--- src/rtl/tsat_pkg.sv ---
package tsat_pkg;

    localparam logic [6:0] MAX_HOURS      = 7'd24;
    localparam logic [6:0] MAX_MINSEC     = 7'd59;
    localparam logic [7:0] BCD_DIGIT_MASK = 8'b00001111;
    localparam logic [7:0] DEC_BASE       = 8'd10;

    typedef enum logic {
        KIND_SET   = 1'b0,
        KIND_CHECK = 1'b1
    } t_kind;

    typedef enum logic [1:0] {
        RES_SET     = 2'd0,
        RES_FIRED   = 2'd1,
        RES_SUMMARY = 2'd2
    } t_result_kind;

    typedef enum logic [1:0] {
        ST_STORED = 2'd0,
        ST_RANGE  = 2'd1,
        ST_FULL   = 2'd2
    } t_set_status;

    typedef enum logic [1:0] {
        S_IDLE,
        S_SET,
        S_CHECK,
        S_SUM
    } t_state;

    typedef struct packed {
        t_kind      kind;
        logic [6:0] alarm_hours;
        logic [6:0] alarm_minutes;
        logic [6:0] alarm_seconds;
        logic [7:0] alarm_tag;
        logic [7:0] now_hours_bcd;
        logic [7:0] now_minutes_bcd;
        logic [7:0] now_seconds_bcd;
    } t_in_item;

    typedef struct packed {
        t_result_kind result_kind;
        t_set_status  set_status;
        logic [1:0]   slot_index;
        logic [7:0]   fired_tag;
        logic [1:0]   pending_count;
        logic         keep_running;
        logic         last;
    } t_out_item;

    // Alarm time as kept in a slot.
    typedef struct packed {
        logic [4:0] hours;
        logic [5:0] minutes;
        logic [5:0] seconds;
    } t_slot_time;

    // Time with room for undecodable BCD digits, compared as one word.
    typedef struct packed {
        logic [7:0] hours;
        logic [7:0] minutes;
        logic [7:0] seconds;
    } t_clock_time;

    typedef struct packed {
        logic wr;
        logic clr;
    } t_slot_ctrl;

    function automatic logic [7:0] bcd_to_bin(input logic [7:0] bcd);
        logic [7:0] ones;
        logic [7:0] tens;
        ones = bcd & BCD_DIGIT_MASK;
        tens = (bcd >> 4) & BCD_DIGIT_MASK;
        return (tens * DEC_BASE) + ones;
    endfunction

endpackage

--- src/rtl/tsat_chan_if.sv ---
interface tsat_chan_if #(
    parameter type T = logic
) ();
    logic valid;
    logic ready;
    T     data;

    modport source (output valid, output data, input ready);
    modport sink (input valid, input data, output ready);
endinterface

--- src/rtl/tsat_time_cmp.sv ---
module tsat_time_cmp (
    input  tsat_pkg::t_clock_time i_lhs,
    input  tsat_pkg::t_clock_time i_rhs,
    output logic                  o_less
);
    import tsat_pkg::*;

    // Hours, minutes and seconds in that order form one word, so a single
    // magnitude compare gives the ordering of the two times.
    assign o_less = (i_lhs < i_rhs);
endmodule

--- src/rtl/tsat_slot_table.sv ---
module tsat_slot_table #(
    parameter int ALARM_SLOTS = 3,
    parameter int TAG_WIDTH   = 8,
    parameter int IDX_W       = 2
) (
    input  logic                 i_clk,
    input  logic                 i_rst_n,
    input  tsat_pkg::t_slot_ctrl i_ctrl,
    input  logic [IDX_W-1:0]     i_idx,
    input  tsat_pkg::t_slot_time i_wr_time,
    input  logic [TAG_WIDTH-1:0] i_wr_tag,
    output logic                 o_valid,
    output tsat_pkg::t_slot_time o_time,
    output logic [TAG_WIDTH-1:0] o_tag
);
    import tsat_pkg::*;

    logic [ALARM_SLOTS-1:0] r_valid;
    t_slot_time             r_time [ALARM_SLOTS];
    logic [TAG_WIDTH-1:0]   r_tag  [ALARM_SLOTS];

    always_ff @(posedge i_clk) begin
        if (!i_rst_n) begin
            r_valid <= '0;
        end else if (i_ctrl.wr) begin
            r_valid[i_idx] <= 1'b1;
        end else if (i_ctrl.clr) begin
            r_valid[i_idx] <= 1'b0;
        end
    end

    always_ff @(posedge i_clk) begin
        if (i_ctrl.wr) begin
            r_time[i_idx] <= i_wr_time;
            r_tag[i_idx]  <= i_wr_tag;
        end
    end

    assign o_valid = r_valid[i_idx];
    assign o_time  = r_time[i_idx];
    assign o_tag   = r_tag[i_idx];
endmodule

--- src/rtl/three_slot_time_alarm_table.sv ---
// Alarm table with ALARM_SLOTS slots, worked by one time comparator that steps
// through the slots one per clock cycle while the output register is free. A
// set item is taken and then looks at the slots in turn, up to and including
// the first free one; a time out of range is answered at the first of these
// steps. A check item is taken and its BCD time decoded, then each slot is
// compared in turn, and a summary follows. Results leave through a single
// output register; when it is not emptied, the walk through the slots waits,
// and the block takes the next item once the last result of the current one
// is in that register.
module three_slot_time_alarm_table #(
    parameter int ALARM_SLOTS = 3,
    parameter int TAG_WIDTH   = 8
) (
    input  logic        i_clk,
    input  logic        i_rst_n,
    tsat_chan_if.sink   i_item,
    tsat_chan_if.source o_result
);
    import tsat_pkg::*;

    localparam int IDX_W = (ALARM_SLOTS > 1) ? $clog2(ALARM_SLOTS) : 1;
    localparam int CNT_W = $clog2(ALARM_SLOTS + 1);
    localparam logic [IDX_W-1:0] LAST_IDX = IDX_W'(ALARM_SLOTS - 1);

    t_in_item             in_data;
    t_state               r_state,    n_state;
    logic [IDX_W-1:0]     r_idx,      n_idx;
    logic                 r_bad,      n_bad;
    t_slot_time           r_set_time, n_set_time;
    logic [TAG_WIDTH-1:0] r_tag,      n_tag;
    t_clock_time          r_now,      n_now;
    logic [CNT_W-1:0]     r_pending,  n_pending;
    logic                 r_o_valid,  n_o_valid;
    t_out_item            r_o_data,   n_o_data;

    t_slot_ctrl           slot_ctrl;
    logic                 rd_valid;
    t_slot_time           rd_time;
    logic [TAG_WIDTH-1:0] rd_tag;
    t_clock_time          alarm_time;
    logic                 alarm_early;
    logic                 out_free;
    logic                 emit;
    t_out_item            res;

    assign in_data = i_item.data;

    tsat_slot_table #(
        .ALARM_SLOTS(ALARM_SLOTS),
        .TAG_WIDTH  (TAG_WIDTH),
        .IDX_W      (IDX_W)
    ) u_slot_table (
        .i_clk    (i_clk),
        .i_rst_n  (i_rst_n),
        .i_ctrl   (slot_ctrl),
        .i_idx    (r_idx),
        .i_wr_time(r_set_time),
        .i_wr_tag (r_tag),
        .o_valid  (rd_valid),
        .o_time   (rd_time),
        .o_tag    (rd_tag)
    );

    assign alarm_time.hours   = {3'b000, rd_time.hours};
    assign alarm_time.minutes = {2'b00, rd_time.minutes};
    assign alarm_time.seconds = {2'b00, rd_time.seconds};

    tsat_time_cmp u_time_cmp (
        .i_lhs (alarm_time),
        .i_rhs (r_now),
        .o_less(alarm_early)
    );

    assign out_free       = !r_o_valid || o_result.ready;
    assign i_item.ready   = (r_state == S_IDLE);
    assign o_result.valid = r_o_valid;
    assign o_result.data  = r_o_data;

    always_ff @(posedge i_clk) begin
        if (!i_rst_n) begin
            r_state   <= S_IDLE;
            r_o_valid <= 1'b0;
        end else begin
            r_state   <= n_state;
            r_o_valid <= n_o_valid;
        end
    end

    always_ff @(posedge i_clk) begin
        r_idx      <= n_idx;
        r_bad      <= n_bad;
        r_set_time <= n_set_time;
        r_tag      <= n_tag;
        r_now      <= n_now;
        r_pending  <= n_pending;
        r_o_data   <= n_o_data;
    end

    always_comb begin
        n_state    = r_state;
        n_idx      = r_idx;
        n_bad      = r_bad;
        n_set_time = r_set_time;
        n_tag      = r_tag;
        n_now      = r_now;
        n_pending  = r_pending;
        n_o_valid  = r_o_valid && !o_result.ready;
        n_o_data   = r_o_data;
        slot_ctrl  = '0;
        emit       = 1'b0;
        res        = t_out_item'('0);

        unique case (r_state)
            S_IDLE: begin
                if (i_item.valid) begin
                    n_bad = (in_data.alarm_hours > MAX_HOURS)
                         || (in_data.alarm_minutes > MAX_MINSEC)
                         || (in_data.alarm_seconds > MAX_MINSEC);
                    n_set_time.hours   = in_data.alarm_hours[4:0];
                    n_set_time.minutes = in_data.alarm_minutes[5:0];
                    n_set_time.seconds = in_data.alarm_seconds[5:0];
                    n_tag              = TAG_WIDTH'(in_data.alarm_tag);
                    n_now.hours        = bcd_to_bin(in_data.now_hours_bcd);
                    n_now.minutes      = bcd_to_bin(in_data.now_minutes_bcd);
                    n_now.seconds      = bcd_to_bin(in_data.now_seconds_bcd);
                    n_idx              = '0;
                    n_pending          = '0;
                    n_state = (in_data.kind == KIND_SET) ? S_SET : S_CHECK;
                end
            end
            S_SET: begin
                if (out_free) begin
                    res.result_kind = RES_SET;
                    res.last        = 1'b1;
                    if (r_bad) begin
                        emit           = 1'b1;
                        res.set_status = ST_RANGE;
                        n_state        = S_IDLE;
                    end else if (!rd_valid) begin
                        emit           = 1'b1;
                        slot_ctrl.wr   = 1'b1;
                        res.set_status = ST_STORED;
                        res.slot_index = 2'(r_idx);
                        n_state        = S_IDLE;
                    end else if (r_idx == LAST_IDX) begin
                        emit           = 1'b1;
                        res.set_status = ST_FULL;
                        n_state        = S_IDLE;
                    end else begin
                        n_idx = IDX_W'(r_idx + 1'b1);
                    end
                end
            end
            S_CHECK: begin
                if (out_free) begin
                    if (rd_valid && alarm_early) begin
                        emit            = 1'b1;
                        slot_ctrl.clr   = 1'b1;
                        res.result_kind = RES_FIRED;
                        res.slot_index  = 2'(r_idx);
                        res.fired_tag   = 8'(rd_tag);
                    end else if (rd_valid) begin
                        n_pending = CNT_W'(r_pending + 1'b1);
                    end
                    if (r_idx == LAST_IDX) begin
                        n_state = S_SUM;
                    end else begin
                        n_idx = IDX_W'(r_idx + 1'b1);
                    end
                end
            end
            S_SUM: begin
                if (out_free) begin
                    emit              = 1'b1;
                    res.result_kind   = RES_SUMMARY;
                    res.pending_count = 2'(r_pending);
                    res.keep_running  = (r_pending != '0);
                    res.last          = 1'b1;
                    n_state           = S_IDLE;
                end
            end
            default: begin
                n_state = S_IDLE;
            end
        endcase

        if (emit) begin
            n_o_valid = 1'b1;
            n_o_data  = res;
        end
    end
endmodule

--- src/flat_wrapper.sv ---
// flat-port wrapper written by rule: the top's interface ports become plain ports
module three_slot_time_alarm_table_flat import tsat_pkg::*;
#(
    parameter int ALARM_SLOTS = 3,
    parameter int TAG_WIDTH   = 8
)
  (i_clk, i_rst_n, i_item_valid, i_item_data, i_item_ready, o_result_valid, o_result_data, o_result_ready);
  tsat_chan_if i_item_i ();
  tsat_chan_if o_result_i ();
  input  logic i_clk;
  input  logic i_rst_n;
  input wire logic [$bits(i_item_i.valid)-1:0] i_item_valid;
  input wire logic [$bits(i_item_i.data)-1:0] i_item_data;
  output wire logic [$bits(i_item_i.ready)-1:0] i_item_ready;
  output wire logic [$bits(o_result_i.valid)-1:0] o_result_valid;
  output wire logic [$bits(o_result_i.data)-1:0] o_result_data;
  input wire logic [$bits(o_result_i.ready)-1:0] o_result_ready;
  assign i_item_i.valid = i_item_valid;
  assign i_item_i.data = i_item_data;
  assign i_item_ready = i_item_i.ready;
  assign o_result_valid = o_result_i.valid;
  assign o_result_data = o_result_i.data;
  assign o_result_i.ready = o_result_ready;
  three_slot_time_alarm_table #(.ALARM_SLOTS(ALARM_SLOTS), .TAG_WIDTH(TAG_WIDTH)) u_core (.i_clk(i_clk), .i_rst_n(i_rst_n), .i_item(i_item_i), .o_result(o_result_i));
endmodule
--- config.mk ---
export PLATFORM = sky130hd
export DESIGN_NAME = three_slot_time_alarm_table_flat
export DESIGN_NICKNAME = d
export VERILOG_FILES = /design/src/rtl/tsat_pkg.sv /design/src/rtl/tsat_chan_if.sv /design/src/rtl/tsat_time_cmp.sv /design/src/rtl/tsat_slot_table.sv /design/src/rtl/three_slot_time_alarm_table.sv /design/src/flat_wrapper.sv
export SDC_FILE = /design/constraint.sdc
export NUM_CORES = 1
export LEC_CHECK = 0
export ABC_AREA = 1
export BUFFER_PORTS_ARGS = -buffer_cell sky130_fd_sc_hd__buf_2
export CAP_MARGIN = 25
export CORE_UTILIZATION = 37
export CTS_CLUSTER_DIAMETER = 60
export DETAILED_ROUTE_END_ITERATION = 8
export PLACE_DENSITY = 0.58
export REMOVE_ABC_BUFFERS = 1
export SKIP_CTS_REPAIR_TIMING = 1
export SYNTH_ARGS = -nofsm -noshare
export SYNTH_HDL_FRONTEND = slang
export SYNTH_SLANG_ARGS = --single-unit
--- constraint.sdc ---
create_clock -name i_clk -period 1.85 [get_ports i_clk]
set_clock_uncertainty 0.05 [all_clocks]
set_input_delay 0.0925 -clock i_clk [delete_from_list [all_inputs] [get_ports i_clk]]
set_output_delay 0.0925 -clock i_clk [all_outputs]
set_load 0.02 [all_outputs]
; ---- Word level (Yosys, flattened, before mapping)
; Index checks and enable logic that the tools add are counted.
[totals]
ramBits = 0
out_inout_bits = 3
latchBits = 0
wordCells = 70
regBits = 10
romBits = 0
inputBits = 5
n_memories = 0
[classes]
n_addsub = 1
n_div = 0
n_lt_le_gt_ge = 3
n_mul = 0
mux = 34
shifts = 0
bitwise_logic = 3
reduce_logical = 12
eq_ne = 11
[op_table]
columns = op, count
row1 = two-way mux 2 bit, 12
row2 = "< comparator 21 x 1 -> 1 bit, first input constant", 1
row3 = two-way mux 1 bit, 14
row4 = "inequality test 2 x 1 -> 1 bit, second input constant", 5
row5 = case mux 2 bit (4 select lines), 1
row6 = "== test 2 bit, second input constant", 3
row7 = two-way mux 3 bit, 2
row8 = case mux 2 bit (3 select lines), 1
row9 = AND reduction 6 bit, 1
row10 = AND reduction 5 bit, 1
row11 = AND 3 bit, 1
row12 = logical AND 1 bit, 3
row13 = "< comparator 2 x 3 -> 1 bit, second input constant", 1
row14 = "inequality test 3 bit, second input constant", 1
row15 = NOT 3 bit, 1
row16 = bitwise OR 3 bit, 1
row17 = case mux 1 bit (3 select lines), 1
row18 = nonzero test 3 bit, 1
row19 = "adder 2 x 1 -> 2 bit, second input constant", 1
row20 = binary-select mux 1 bit (select 2 bit), 1
row21 = demux 1 bit (select 2 bit), 1
row22 = "== test 2 x 1 -> 1 bit, second input constant", 1
row23 = ">= comparator 2 x 1 -> 1 bit, second input constant", 1
row24 = zero test 1 bit, 2
row25 = other kinds (6), 6

; ---- Longest topological paths before layout
; Gate-level depths: netlist (run 1).
[depth]
depth_word = 8
mapped_depth = 9
mapped_depth_nobuf = 9

; ---- By module
; Synthesis (run 1) repeated with hierarchy kept, for this count alone.
[unflattened]
cells_unflattened = 389
hier_area_um2 = 4107.7
[modules_own_cells]
columns = mod, cells_each, area_each_um2, instances, seq_area_each_um2
row1 = tsat_slot_table, 209, 2926.6, 1, 2312.2
row2 = tsat_time_cmp, 107, 641.9, 1, 0.0
row3 = three_slot_time_alarm_table, 73, 539.3, 1, 180.2

; ---- Worst setup path after synthesis (run 1)
; OpenSTA, ideal clock, no wires.
[synth_timing]
path_type = reg-to-reg
startpoint = reg u_core.r_state[0]
endpoint = reg u_core.r_idx[0], enable pin
stages_incl_launch_ff = 8
arrival_time_ns = 1.129
path_slack_ns = 0.377
setup_time_ns = 0.294
cell_sequence = dfxtp_1 -> inv_1 -> ha_1 -> inv_2 -> o22ai_1 -> nor2_1 -> nand3_1 -> inv_1
[synth_via]
elab_chain_len = 3
[synth_rtl]
columns = element, line
row1 = "start, declared", three_slot_time_alarm_table.sv:26  ; t_state r_state, n_state;
row2 = "start signal, assigned", three_slot_time_alarm_table.sv:84  ; r_state <= n_state;
row3 = zero test 2 bit *, --
row4 = named net i_item_ready, flat_wrapper.sv:14  ; output wire logic [$bits(i_item_i.ready)-1:0] i_item_ready;
row5 = inequality test 2 bit (no source line) / nonzero test 3 bit (equally long branches), --
row6 = AND reduction 5 bit (no source line) *, --
row7 = "end signal, assigned", three_slot_time_alarm_table.sv:90  ; r_idx <= n_idx;
row8 = "end, declared", three_slot_time_alarm_table.sv:27  ; logic [IDX_W-1:0] r_idx, n_idx;
; Mark *: on every way through the listed nets, which the timed path passes. The rest lies on a longest branch.
; A chain may end at the register's enable or synchronous reset.

; ---- Worst setup path in the final report (run 1)
[layout_timing]
startpoint = reg u_core.r_idx[0]
endpoint = reg u_core.r_o_data, in the netlist u_core.o_result.data, enable pin
[layout_via]
elab_chain_len = 6
[layout_rtl]
columns = element, line
row1 = binary-select mux 1 bit (select 2 bit), tsat_slot_table.sv:39  ; assign o_valid = r_valid[i_idx];
row2 = two-way mux 1 bit (not written as such), tsat_slot_table.sv:39
row3 = logical AND 1 bit, three_slot_time_alarm_table.sv:156  ; if (rd_valid && alarm_early) begin
row4 = two-way mux 1 bit, three_slot_time_alarm_table.sv:156
row5 = two-way mux 1 bit, three_slot_time_alarm_table.sv:155  ; if (out_free) begin
row6 = case mux 1 bit (3 select lines) *, three_slot_time_alarm_table.sv:113  ; unique case (r_state)
row7 = named net u_core.emit, three_slot_time_alarm_table.sv:43  ; logic emit;
row8 = "end signal, assigned", three_slot_time_alarm_table.sv:96  ; r_o_data <= n_o_data;
row9 = "end, declared", three_slot_time_alarm_table.sv:34  ; t_out_item r_o_data, n_o_data;
; Mark *: on every way through the listed nets, which the timed path passes. The rest lies on a longest branch. The select of a mux whose other input is x is not followed.

==> out/qor.yml, run 1 <==
hpwl_um: 981.9
dpl_cell_area_um2: 769.5
layout_common_cells: "nand2_1 (19), inv_1 (14), nor2_1 (10), ha_1 (10), buf_2 (7)"
m1WireLength_um: 626
diodes: 0
tns_ps: 0
yosysTopAreaCellShare: 0.1779
grtUsageTotal: 0.1348
drv_slew: 0
ys_types: 17
p_seq_frac: 0.310
multi_input_area_um2: 395.4
crit_arrival_ps: 1480
hold_ws_ps: 31.75
topRoutingLayerUsed: "met4"
fmax_mhz: 648.9
cts_made_buffers: 3
drt_pre_antenna_iters: 4
nFillCells: 172
die_w_um: 45.60
numPlacedInstances: 122
drt-initial-drc-count: 2
synthCells: 90
vias: 549
critPathTopFamily: "flip-flops"
yosys-top-cells-area: "ha_1 (18%), dfxtp_1 (17%), edfxtp_1 (17%)"
cts_root_buffer: "clkbuf_4"
route.detailed.drc: 0
p_clk_frac: 0.114
powerDensity_nw_per_um2: 1632
antenna_left: 0
yosysWarnings: 0
wl_met3_um: 41
numClockSinks: 10
status: "finished clean"
grt_max_degree: 7
setup.worst_path.start_class: "register"
clk_pin_slew_worst_paths_ps: 70
post_drt_wl_per_cell_um: 9.714
tightest_slew_ps: 188.9
chipHeight_um: 45.60
layout-drive-gt1-share: 0.2376
syn_area_per_cell_um2: 7.813
yosysSeqAreaShare: 0.3416
swShare: 0.4787
power.switching_uw: 626.8
max-slew-margin-rel: 0.8740
grt_pass1_wl_mm: 1.932
power_frac_comb: 0.576
area_delta_synth_final_pct: 14.06
core_area_um2: 1745
met2_length_um: 539
dieArea_um2: 2079
insertion_delay_ps: 260
gr-total-overflow: 0
via_per_inst: 4.357
wl_mm: 1.224
io_pins: 8
maxCapViolCount: 0
max_stage_delay_ps: 450
rsz0062_at_grt: "no"
final_nets: 118
port_buffers: 7
path_buf_inv: 3
intPower_uw: 682.5
p_leak_uw: 0.0003977
path_class: "register to register"
crit_fanout: 5
cpMaxStageDelayCell: "edfxtp_1"
worstSetupEndpointType: "register"
cts.path.max_buffers: 2
crit_chain: "inv_2 -> ha_1 -> inv_1 -> nand4_1 -> nand3_1 -> nand2_1 -> nand2_2 -> inv_1"
grt_pass1_vias: 486
cts_tree: "built"
fin_cells: 126
hold_class: "input pin to register"
h-tree-depth: 1
gp_congestion: 0.7854
max-vdd-ir-drop_mv: 0.7546
grt_antenna_before_repair: 0
start_util: 0.4029
rows: 15
fin_crit_sh: 0.8331
hold_viol_final: 0
fin_area_um2: 802.0
period_needed_ps: 1541
cp.required_ps: 1780
layout_commonest_cell: "nand2_1"
synth_area_leader_cell: "ha_1"
ff_latch_area_um2: 240.2
post-route-util: 0.4595
crit_path_frequent_cell: "inv_1"
ys_seq_elements: 10
setup_violations: 0
synth_area_um2: 703.2
==> power groups by stage <==
stage	logic [µW]	clock network (µW)	registers, µW
after global placement	757	0	410
final	754	149	406
after detailed placement	758	0	412
after CTS	761	157	407
after global routing	865	166	416
after floorplan	597	0	418
==> layer usage <==
layer | up-vias | GRT usage
met5 | - | 0
met4 | 0 | 0.07273
met3 | 2 | 0.03571
met2 | 9 | 0.2114
met1 | 238 | 0.1663
li1 | 300 | -
==> synthesized netlist by cell type (all sizes together) <==
| cell | instances |
|---|---|
| a21oi | 5 |
| dfxtp | 6 |
| edfxtp | 4 |
| ha | 10 |
| inv | 18 |
| nand2 | 25 |
| nand3 | 5 |
| nand4 | 2 |
| nor2 | 12 |
| o21ai | 1 |
| o22ai | 2 |
==> layout make-up <==
type	instances	share of cell area
timing repair buffer	8	0.05616
multi-input combinational	62	0.4930
inverter	18	0.08424
tap	25	0.03900
clock buffer	3	0.02808
sequential	10	0.2995
==> final timing paths <==
path	slack, ps	from	cells past startpoint	end
worst max-delay path	310	u_core.r_idx[0]	8	u_core.o_result.data
worst min register to register	420	register	2	register
worst max register to register	310	u_core.r_idx[0]	8	u_core.o_result.data
worst min-delay path	30	i_rst_n	3	u_core.r_state[1]
==> worst register-to-register path, delay by kind of cell (launching register included) <==
family | cells | cell delay [ps]
flip-flops | 1 | 450
adder cells (fa/ha/maj) | 1 | 240
buffers and inverters | 3 | 230
AND/OR/NAND/NOR | 4 | 310
==> kinds of logic after synthesis <==
family          share of synthesized area
compound gates                    0.06583
flops                              0.3417
simple gates                       0.3185
fa+ha+maj                          0.1779
buf+inv                           0.09608
==> through the flow <==
| step | total power, µW | worst slack (ps) |
|---|---|---|
| 2_1_floorplan | 1015 | 377.2 |
| 3_3_place_gp | 1166 | 302.1 |
| 3_5_place_dp | 1170 | 306.2 |
| 4_1_cts | 1324 | 305.5 |
| 5_1_grt | 1447 | 179.3 |
| 6_report | 1309 | 308.8 |
Power figures use the tool's default switching activity.
==> run 2: changes to the inputs <==
--- a/config.mk
+++ b/config.mk
@@ -5,7 +5,7 @@
 export SDC_FILE = /design/constraint.sdc
 export NUM_CORES = 1
 export LEC_CHECK = 0
-export ABC_AREA = 1
+export ABC_AREA = 0
 export BUFFER_PORTS_ARGS = -buffer_cell sky130_fd_sc_hd__buf_2
 export CAP_MARGIN = 25
 export CORE_UTILIZATION = 37
==> constraint.sdc (replaced) <==
create_clock -name i_clk -period 1.6 [get_ports i_clk]
set_clock_uncertainty 0.05 [all_clocks]
set_input_delay 0.08 -clock i_clk [delete_from_list [all_inputs] [get_ports i_clk]]
set_output_delay 0.08 -clock i_clk [all_outputs]
set_load 0.02 [all_outputs]
==> run 2 against run 1 <==
Non-clock buffer count rose by 9. Critical path type unchanged. Critical endpoint unchanged. Synthesized area fell by 5.5%. First-iteration DRC count rose to 4.5 times the previous value. Worst hold slack improved by 43 ps. Largest cell class unchanged. Die area fell by 5.3%. Sequential power fell by 17%.
==> out/qor.yml, run 2 <==
status: "finished clean"
fmax_mhz: 654.9
setup.worst_path.start_class: "register"
nFillCells: 149
grt_pass1_vias: 522
grt_max_degree: 10
hold_viol_final: 0
yosys-top-cells-area: "ha_1 (19%), dfxtp_1 (18%), edfxtp_1 (18%)"
vias: 548
hold_class: "input pin to register"
p_leak_uw: 0.0003635
core_area_um2: 1594
syn_area_per_cell_um2: 9.916
diodes: 0
worstSetupEndpointType: "register"
h-tree-depth: 1
final_nets: 102
clk_pin_slew_worst_paths_ps: 70
yosys-top-cells-count: "ha_1 (10), dfxtp_1 (6), nand2_1 (6)"
numPlacedInstances: 105
yosysWarnings: 0
crit_fanout: 4
period_needed_ps: 1527
yosysSeqAreaShare: 0.3616
layout-drive-gt1-share: 0.3765
synthArstFlopShare: 0
die_w_um: 44.38
route.detailed.drc: 0
start_util: 0.4168
wl_mm: 1.326
ys_types: 27
cts_tree: "built"
dieArea_um2: 1969
synth-edff-count: 4
numClockSinks: 10
tns_ps: 0
antenna_left: 0
synth_area_leader_cell: "ha_1"
cts_root_buffer: "clkbuf_4"
crit_arrival_ps: 1450
rsz0062_at_grt: "yes"
via_per_inst: 5.028
cts.path.max_buffers: 2
post-route-util: 0.5502
insertion_delay_ps: 270
drt_pre_antenna_iters: 3
cts_made_buffers: 3
powerDensity_nw_per_um2: 917.5
cp.required_ps: 1520
max-slew-margin-rel: 0.7960
maxCapViolCount: 0
post_drt_wl_per_cell_um: 12.17
fin_cells: 109
max-vdd-ir-drop_mv: 0.4796
io_pins: 8
drt-initial-drc-count: 9
layout_common_cells: "buf_4 (8), ha_1 (7), buf_2 (7)"
drv_slew: 0
fin_crit_sh: 0.9543
ys.flop_type: "dfxtp_1"
layout_commonest_cell: "buf_4"
grt_antenna_before_repair: 0
area_delta_synth_final_pct: 32.02
rows: 14
grt_pass1_wl_mm: 2.290
synth_area_um2: 664.4
synth.most_common_cell: "ha_1"
setup_violations: 0
path_class: "register to register"
port_buffers: 7
gr-total-overflow: 0
yosysTopAreaCellShare: 0.1883
chipHeight_um: 44.38
grtUsageTotal: 0.1661
ys_seq_elements: 10
tightest_slew_ps: 302.8
synthCells: 67
hpwl_um: 987.9
gp_congestion: 0.7089
run 2: cell type report:
type	instances	area (µm²)	area share
clock buffers	3	22.52	0.02568
flip-flops and latches	10	245.2	0.2796
inverters	5	18.77	0.02140
multi-input cells	50	444.2	0.5064
repair buffers	17	116.4	0.1327
well taps	24	30.03	0.03424
run 2: cells by family (layout without fill, tap and decap cells):
logic type,after synthesis,count (layout),synth area share
adder cells (fa/ha/maj),10,10,0.1883
buffers and inverters,7,25,0.04520
AO/OA/AOI/OAI,15,15,0.1733
AND/OR/NAND/NOR,22,22,0.1864
multiplexers,3,3,0.04520
flip-flops,10,10,0.3616
run 2: path summary, 6_finish.rpt:
path | start | end | slack (ps) | depth (start not counted)
worst max-delay path | u_core.r_idx[0] | u_core.o_result.data | 70 | 4
worst min-delay path | i_rst_n | u_core.o_result.valid | 80 | 3
worst max register to register | u_core.r_idx[0] | u_core.o_result.data | 70 | 4
worst min register to register | u_core.r_state[1] | u_core.r_state[1] | 460 | 2
run 2: stage by stage:
step | power, µW | instance area [µm²] | hold WS, ps | setup WS, ps
3_5_place_dp | 603.6 | 785.8 | 212.0 | -62.93
2_1_floorplan | 499.7 | 653.1 | 128.9 | 17.39
5_1_grt | 866.2 | 877.1 | 72.57 | -19.60
6_report | 804.8 | 877.1 | 75.06 | 73.11
3_3_place_gp | 601.7 | 785.8 | 206.6 | -26.16
4_1_cts | 786.1 | 808.3 | -74.59 | -72.98
run 2: worst max-delay path, stage by stage (launching register included):
cell and delay, ps:
edfxtp_1 450, buf_4 180, o21ai_2 180, a21oi_1 130, a211oi_2 240
run 2: report_power, final:
group          leakage (µW)  switching [µW]  internal, µW  total (µW)
clock network     0.0000138            88.1          87.0         175
registers         0.0000892            31.5           307         338
logic              0.000260             153           138         292
run 2: per-layer routing:
layer	part of all wire	vias up	track usage
met4	0.0075	0	0.07273
met2	0.47	9	0.2618
met3	0.036	2	0.07347
li1	-	279	-
met1	0.48	258	0.1949
met5	0	-	0
==> run 3: changes to the inputs <==
--- a/config.mk
+++ b/config.mk
@@ -11,6 +11,7 @@
 export CORE_UTILIZATION = 37
 export CTS_CLUSTER_DIAMETER = 60
 export DETAILED_ROUTE_END_ITERATION = 8
+export HOLD_SLACK_MARGIN = 0.15
 export PLACE_DENSITY = 0.58
 export REMOVE_ABC_BUFFERS = 1
 export SKIP_CTS_REPAIR_TIMING = 1
==> run 3 against run 2 <==
Total power increased by 0.71%. Fmax increased by 0.26%. Count of clock-buffer cells in the layout unchanged. Clock power about the same. Largest cell class unchanged. Global-route usage unchanged. First-iteration DRC count unchanged.
==> out/qor.yml, run 3 (synthesis results as in run 2) <==
status: "finished clean"
setup.worst_path.start_class: "register"
endpoint: "u_core.o_result.data"
cts_tree: "built"
gp_congestion: 0.7089
drt-initial-drc-count: 9
fin_area_um2: 907.1
powerDensity_nw_per_um2: 893.4
numClockSinks: 10
antenna_left: 0
route.detailed.drc: 0
vias: 564
h-tree-depth: 1
hold_class: "register to register"
grt.met2_usage: 0.2618
setup_violations: 0
r2r_end: "u_core.o_result.data"
grt_antenna_before_repair: 0
layout_common_cells: "buf_4 (8), ha_1 (7), buf_2 (7)"
multi_input_area_um2: 444.2
chipHeight_um: 44.38
gr-total-overflow: 0
max_stage_delay_ps: 450
grt_max_degree: 10
cp.required_ps: 1520
start_util: 0.4168
max-vdd-ir-drop_mv: 0.4797
hpwl_um: 987.9
path_class: "register to register"
hold_viol_final: 0
p_leak_uw: 0.0003760
cts_root_buffer: "clkbuf_4"
reg2reg_depth: 4
tns_ps: 0
fin_crit_sh: 0.9518
crit_fanout: 4
drv_slew: 0
crit_chain: "buf_4 -> o21ai_2 -> a21oi_1 -> a211oi_2"
diodes: 0
via_per_inst: 5.036
cpMaxStageDelayCell: "edfxtp_1"
final_nets: 105
r2r-start: "u_core.r_idx[0]"
layout_commonest_cell: "buf_4"
rsz0062_at_grt: "yes"
post_drt_wl_per_cell_um: 12.17
max-slew-margin-rel: 0.7962
met3_usage: 0.07347
post-route-util: 0.5691
insertion_delay_ps: 270
grt_pass1_wl_mm: 2.290
layout-drive-gt1-share: 0.3636
dpl_cell_area_um2: 785.8
ff_latch_area_um2: 245.2
worstSetupEndpointType: "register"
cts_made_buffers: 3
cts.path.max_buffers: 2
tightest_slew_ps: 302.4
port_buffers: 7
io_pins: 8
wl_mm: 1.363
crit_arrival_ps: 1440
rrSetupSlack_ps: 80
maxCapViolCount: 0
rows: 14
drt_pre_antenna_iters: 3
core_area_um2: 1594
period_needed_ps: 1523
busiest_layer: "met2"
nFillCells: 146
grtUsageTotal: 0.1661
fmax_mhz: 656.6
dieArea_um2: 1969
use_met1: 0.1949
area_delta_synth_final_pct: 36.53
die_w_um: 44.38
clk_pin_slew_worst_paths_ps: 70
worst_slack_ps: 77.06
dpl_worst_slack_ps: -62.93
grt_pass1_vias: 522
worstSetupStartpoint: "u_core.r_idx[0]"
-- run 3: cell types whose count changed in the layout (fill, tap and decap cells not counted) --
cell	change
dlygate4sd3_1	+3
-- run 3: how the worst min path moves through the flow --
stage / to / depth (start not counted) / start / slack, ps
2_1_floorplan: u_core.r_now[0] / 0 / i_item_data / 130
3_3_place_gp: u_core.r_now[0] / 1 / i_item_data / 210
3_5_place_dp: u_core.r_now[0] / 1 / i_item_data / 210
4_1_cts: u_core.r_now[0] / 1 / i_item_data / -70
5_1_grt: u_core.r_now[0] / 2 / i_item_data / 470
6_report: u_core.r_state[1] / 2 / u_core.r_state[1] / 460
-- run 3: metrics by stage --
stage | hold slack, ps | std cells | power, µW
detailed placement | 212.0 | 105 | 603.6
finish | 463.4 | 112 | 810.4
global placement | 206.6 | 105 | 601.7
CTS | -74.59 | 108 | 786.1
floorplan | 128.9 | 65 | 499.7
global route | 472.5 | 112 | 872.1
-- run 3: worst max-delay path, delay by kind of cell (launching register included) --
family / cells / cell delay, ps
AO/OA/AOI/OAI: 3 / 550
buffers and inverters: 1 / 180
flip-flops: 1 / 450
-- run 3: cell type report --
class,count,area share
multi-input cells,50,0.4897
flip-flops and latches,10,0.2703
repair buffers,20,0.1614
well taps,24,0.03310
clock buffers,3,0.02483
inverters,5,0.02069
-- run 3: per-layer routing --
layer / up-vias / share of wire
met3: 2 / 0.034
met1: 268 / 0.47
met5: - / 0
li1: 285 / -
met4: 0 / 0.0073
met2: 9 / 0.48
-- run 3: power by group --
part           internal (µW)  switching, µW  total [µW]
combinational            143            154         297
sequential               307           31.4         338
clock                   87.0           88.1         175
total                    537            274         810
